**src/hw/rtl/font_position_reverse_translator_unit_defines.svh**
```systemverilog
// Assertion macros for the font position reverse translator.
// Taken in by the modules that carry concurrent checks; no dependencies.
`ifndef FONT_POSITION_REVERSE_TRANSLATOR_UNIT_DEFINES_SVH
`define FONT_POSITION_REVERSE_TRANSLATOR_UNIT_DEFINES_SVH

`ifndef SYNTHESIS
`define FPRT_ASSERT(lbl, prop, msg) \
    lbl: assert property (@(posedge aclk) disable iff (!aresetn) prop) else $error(msg);
`define FPRT_ASSERT_ALWAYS(lbl, prop, msg) \
    lbl: assert property (@(posedge aclk) prop) else $error(msg);
`else
`define FPRT_ASSERT(lbl, prop, msg)
`define FPRT_ASSERT_ALWAYS(lbl, prop, msg)
`endif

`endif

```
**src/hw/rtl/fprt_pkg.sv**
```systemverilog
// Shared types and constants for the font position reverse translator.
// No dependencies; used by the controller, datapath and top level.
package fprt_pkg;

    localparam int CHAR_MAP_DEPTH     = 256;
    localparam int REV_DEPTH          = 512;
    localparam int REV_AW             = 9;
    localparam int FONT_MAP_DEPTH_DEF = 1024;
    localparam int UNI_W              = 16;
    localparam int POS_W              = 9;
    localparam int CHAR_W             = 8;
    localparam int ENTRIES_W          = 11;
    localparam int GLYPHS_W           = 10;
    localparam int IDX_W              = 10;
    localparam int CFG_IDX_W          = 2;
    localparam int CFG_DATA_W         = 11;
    localparam int S_TDATA_W          = 56;
    localparam int S_TUSER_W          = 2;
    localparam int M_TDATA_W          = 8;

    localparam logic [CHAR_W-1:0]    FILL_CHAR       = 8'h3F;
    localparam logic [GLYPHS_W-1:0]  GLYPHS_RST      = 10'd256;
    localparam logic [6:0]           DIRECT_HI_LARGE = 7'b1111000;
    localparam logic [7:0]           DIRECT_HI_SMALL = 8'hF0;

    typedef enum logic [1:0] {
        OP_LOAD_CHAR = 2'd0,
        OP_LOAD_FONT = 2'd1,
        OP_BUILD     = 2'd2,
        OP_XLATE     = 2'd3
    } fprt_op_t;

    typedef enum logic [CFG_IDX_W-1:0] {
        REG_FONT_MAP_ENTRIES = 2'd0,
        REG_GLYPH_COUNT      = 2'd1,
        REG_LARGE_FONT       = 2'd2
    } fprt_reg_t;

    typedef enum logic [1:0] {
        WR_FILL   = 2'd0,
        WR_EMPTY  = 2'd1,
        WR_DIRECT = 2'd2,
        WR_HIT    = 2'd3
    } fprt_wr_sel_t;

    typedef enum logic [2:0] {
        S_IDLE,
        S_FILL,
        S_CHR_RD,
        S_CHR_EVAL,
        S_SRCH,
        S_CMP,
        S_NEXT
    } fprt_state_t;

    typedef struct packed {
        logic         accept;
        logic         fill_step;
        logic         chr_init;
        logic         chr_read;
        logic         chr_next;
        logic         srch_init;
        logic         mid_read;
        logic         go_low;
        logic         go_high;
        logic         rev_wr;
        fprt_wr_sel_t wr_sel;
        logic         build_done;
    } fprt_cmd_t;

    typedef struct packed {
        logic stage_full;
        logic fill_last;
        logic chr_last;
        logic map_empty;
        logic empty_ok;
        logic direct_ok;
        logic srch_open;
        logic mu_lt;
        logic mu_gt;
        logic pos_ok;
    } fprt_status_t;

endpackage

```
**src/hw/rtl/fprt_ctrl.sv**
```systemverilog
// Sequencer for the font position reverse translator: handshake and build walk.
// Depends on fprt_pkg; drives fprt_datapath through command/status structs.
module fprt_ctrl
    import fprt_pkg::*;
(
    input  logic                 aclk,
    input  logic                 aresetn,
    input  logic                 s_tvalid,
    input  logic [S_TUSER_W-1:0] s_tuser,
    output logic                 s_tready,
    input  fprt_status_t         status,
    output fprt_cmd_t            cmd
);

    fprt_state_t state_reg, state_next;

    always_ff @(posedge aclk) begin
        if (!aresetn) begin
            state_reg <= S_IDLE;
        end else begin
            state_reg <= state_next;
        end
    end

    always_comb begin
        state_next = state_reg;
        cmd        = '0;
        cmd.wr_sel = WR_FILL;
        s_tready   = 1'b0;
        unique case (state_reg)
            S_IDLE: begin
                s_tready   = !status.stage_full;
                cmd.accept = s_tvalid && !status.stage_full;
                if (cmd.accept && (fprt_op_t'(s_tuser) == OP_BUILD)) begin
                    state_next = S_FILL;
                end
            end
            S_FILL: begin
                cmd.fill_step = 1'b1;
                cmd.rev_wr    = 1'b1;
                cmd.wr_sel    = WR_FILL;
                if (status.fill_last) begin
                    cmd.chr_init = 1'b1;
                    state_next   = S_CHR_RD;
                end
            end
            S_CHR_RD: begin
                cmd.chr_read = 1'b1;
                state_next   = S_CHR_EVAL;
            end
            S_CHR_EVAL: begin
                if (status.map_empty) begin
                    cmd.rev_wr = status.empty_ok;
                    cmd.wr_sel = WR_EMPTY;
                    state_next = S_NEXT;
                end else if (status.direct_ok) begin
                    cmd.rev_wr = 1'b1;
                    cmd.wr_sel = WR_DIRECT;
                    state_next = S_NEXT;
                end else begin
                    cmd.srch_init = 1'b1;
                    state_next    = S_SRCH;
                end
            end
            S_SRCH: begin
                if (status.srch_open) begin
                    cmd.mid_read = 1'b1;
                    state_next   = S_CMP;
                end else begin
                    state_next = S_NEXT;
                end
            end
            S_CMP: begin
                if (status.mu_lt) begin
                    cmd.go_low = 1'b1;
                    state_next = S_SRCH;
                end else if (status.mu_gt) begin
                    cmd.go_high = 1'b1;
                    state_next  = S_SRCH;
                end else begin
                    cmd.rev_wr = status.pos_ok;
                    cmd.wr_sel = WR_HIT;
                    state_next = S_NEXT;
                end
            end
            S_NEXT: begin
                if (status.chr_last) begin
                    cmd.build_done = 1'b1;
                    state_next     = S_IDLE;
                end else begin
                    cmd.chr_next = 1'b1;
                    state_next   = S_CHR_RD;
                end
            end
            default: begin
                state_next = S_IDLE;
            end
        endcase
    end

endmodule

```
**config.mk**
```make
export PLATFORM = sky130hd
export DESIGN_NAME = fprt_ctrl
export DESIGN_NICKNAME = d
export VERILOG_FILES = /design/src/hw/rtl/font_position_reverse_translator_unit_defines.svh /design/src/hw/rtl/fprt_pkg.sv /design/src/hw/rtl/fprt_ctrl.sv
export SDC_FILE = /design/constraint.sdc
export NUM_CORES = 1
export LEC_CHECK = 0
export ABC_AREA = 0
export BUFFER_PORTS_ARGS = -buffer_cell sky130_fd_sc_hd__buf_2
export CORE_AREA = 8 8 45 47
export CTS_CLUSTER_SIZE = 16
export DETAILED_ROUTE_END_ITERATION = 6
export DIE_AREA = 0 0 53 55
export PLACE_DENSITY = 0.73
export SYNTH_ARGS = -nofsm -noshare
export SYNTH_HDL_FRONTEND = slang
export SYNTH_SLANG_ARGS = --single-unit
```
**constraint.sdc**
```tcl
create_clock -name aclk -period 1.47 [get_ports aclk]
set_input_delay 0.3675 -clock aclk [delete_from_list [all_inputs] [get_ports aclk]]
set_output_delay 0.3675 -clock aclk [all_outputs]
set_load 0.05 [all_outputs]
```
==> impl_metrics.toml <==
[outcome]
status = "finished with violations"
violations = "setup timing"

[worst_hold_path]
hold_path_startpoint = "aresetn"
holdPathEnd = "state_reg[1]"
hold_depth = 2
hold_class = "input port to register"

[global_route]
grt_max_degree = 9
grt_overflow = 0
grt_pass1_vias = 670
grt_use_total_pct = 13.2
grt_pass1_wl_um = 2860
grt_antenna_before_repair = 0

[critical_path]
reg2reg_to = "state_reg[0]"
worst-path-max-fanout = 4
ff2ff_path_depth = 6
cp.arrival_ps = 1380
critPathRequiredTime_ps = 1100
crit_type = "register to primary output"
worstSetupStartpointType = "register"
reg2reg_from = "state_reg[2]"
r2r_setup_slack_ps = 30
endpoint_kind = "primary output"

[die]
die_h_um = 55
die-area_mm2 = 0.00292
die_width_um = 53
initial_core_util_pct = 28.3
core-area_mm2 = 0.00138
rows = 14
io_pins = 29

[detailed_routing]
via_count = 576
avgRoutedWirePerCell_um = 15.7
drtAntennaViolNets = 0
wl_um = 1830
dr.pass1.iters = 3
via_per_inst = 4.92
drc = 0
drt_iter0_drc = 1

[final_layout]
multi_input_comb_area_um2 = 409
area_growth_pct = 157
largest_register_ffs = 3
nFillCells = 106
drive_gt1_share_pct = 81.2
nNetsFinal = 117
stdcell_count = 117
ff_latch_area_um2 = 63.8
antenna_cells = 0

[synthesis]
synth_top_area_cell = "dfxtp_1"
synth-edff-count = 0
syn_avg_cell_area_um2 = 8.33
syn_area_um2 = 392
seq_area_frac_synth_pct = 15.3
async_flop_share_pct = 0
postSynthNetCount = 62
synth_cells = 47
synth_top_area_share_pct = 15.3
synth_cell_type_count = 33
synth_top_flop_cell = "dfxtp_1"
synth_top_cells_by_count = "3 x dfxtp_1, 3 x nor2_1"
synth.area.top_cells = "dfxtp_1 15%, nor3_2 5.1%, a21boi_1 3.8%"
yosys_warnings = 0
synth_seq_cells = 3

[pwr]
leakage_uw = 0.000493
power_switching_uw = 112
p_sw_share_pct = 31.4
max-vdd-ir-drop_v = 0.000317
p_seq_share_pct = 23.7
p_per_area_mw_per_mm2 = 352
p_int_uw = 243
combPwrFrac_pct = 32.0
p_clk_share_pct = 44.3

[sta]
setup_viol = 14
worst_pin_slew_ps = 403
drv_slew = 0
setup_ws_ps = -280
rsz0062_at_grt = "yes"
finalCriticalPeriod_ps = 1750
timing.final.crit_share_pct = 119
finalHoldViolCount = 0
clock_skew_ps = 5.48
maxSlewHeadroom_pct = 72.8
max_freq_mhz = 571
fin_hold_ws_ps = 396

[clocking]
htree_levels = 1
clk_pin_slew_ps = 40
cts_buffers = 3
cts_buffer_depth = 2
cts_root_buf = "clkbuf_4"
cts_sinks = 3
cts_tree = "built"
clk_latency_ps = 250

[placed_design]
place.gp.congestion = 0.730
dp.cells = 101
hpwl_um = 1080
port-buffer-count = 28

[run]
drv_cap = 0
==> power groups by stage <==
stage	registers, uW	clock network, uW	logic, uW
final	83.9	157	114
after global routing	83.7	170	121
after CTS	83.8	157	110
after detailed placement	84.9	0	92.5
after global placement	84.9	0	90.7
after floorplan	84.8	0	48.0
==> layout make-up <==
type / instances / area share, %
timing repair buffer: 53 / 47.4
multi-input combinational: 39 / 40.7
sequential: 3 / 6.34
clock buffer: 4 / 2.61
tap: 16 / 1.99
inverter: 2 / 0.995
==> worst max-delay path by stage <==
| stage | startpoint | end | slack (ps) | cells past startpoint |
|---|---|---|---|---|
| finish | state_reg[1] | cmd[2] | -280 | 4 |
| global route | state_reg[1] | cmd[2] | -340 | 4 |
| CTS | state_reg[1] | cmd[2] | -240 | 4 |
| detailed placement | status[2] | cmd[2] | -150 | 4 |
| global placement | status[2] | cmd[2] | -150 | 4 |
| floorplan | state_reg[0] | cmd[12] | -390 | 3 |
==> through the flow <==
step                      cell area [um^2]  setup TNS, ps  util (%)  total power, uW  setup slack (ps)
after floorplan                        477           -973         -              133              -387
after global placement                 711           -438      51.4              176              -148
after detailed placement               711           -463      51.4              177              -155
after CTS                              987          -1990      71.3              352              -236
after global routing                  1010          -3140      72.7              375              -345
final                                 1010          -2360      72.7              355              -280
==> critical path: stages (launching register included) <==
cell and delay, ps:
dfxtp_2 320, nand3b_1 230, nor3_4 240, o21bai_4 180, buf_8 160
==> cells in the final DEF, fill, tap and decap left out, types with 2 or more instances in the layout <==
master,synthesis,layout
clkbuf_4,0,3
nor3b_4,0,2
buf_2,1,14
nor3_4,0,3
buf_8,0,8
and2_4,0,2
dfxtp_2,0,3
a21boi_1,2,2
nand3_1,2,2
buf_6,0,11
buf_4,2,19
a21o_1,2,2
nand3b_1,2,2
==> routing by layer <==
| metal | track usage [%] | wire [um] | vias to the layer above |
|---|---|---|---|
| li1 | - | - | 289 |
| met1 | 11.6 | 589 | 262 |
| met2 | 26.4 | 1030 | 23 |
| met3 | 4.28 | 194 | 2 |
| met4 | 6.47 | 23 | 0 |
| met5 | 0 | 0 | - |
==> logic make-up after synthesis <==
logic type	Yosys count	synth area share, %
and+or+nand+nor	27	50.8
buffers and inverters	5	7.03
AOI/OAI and AO/OA	12	26.8
DFF	3	15.3
==> timing repair <==
item                       4_1_cts  5_1_grt
setup buffers                    9        3
resized for setup               50        2
hold buffers                     0        0
setup endpoints to repair       14       14
gates cloned                     1        0
pin swaps                        8        3
Power figures use the tool's default switching activity.
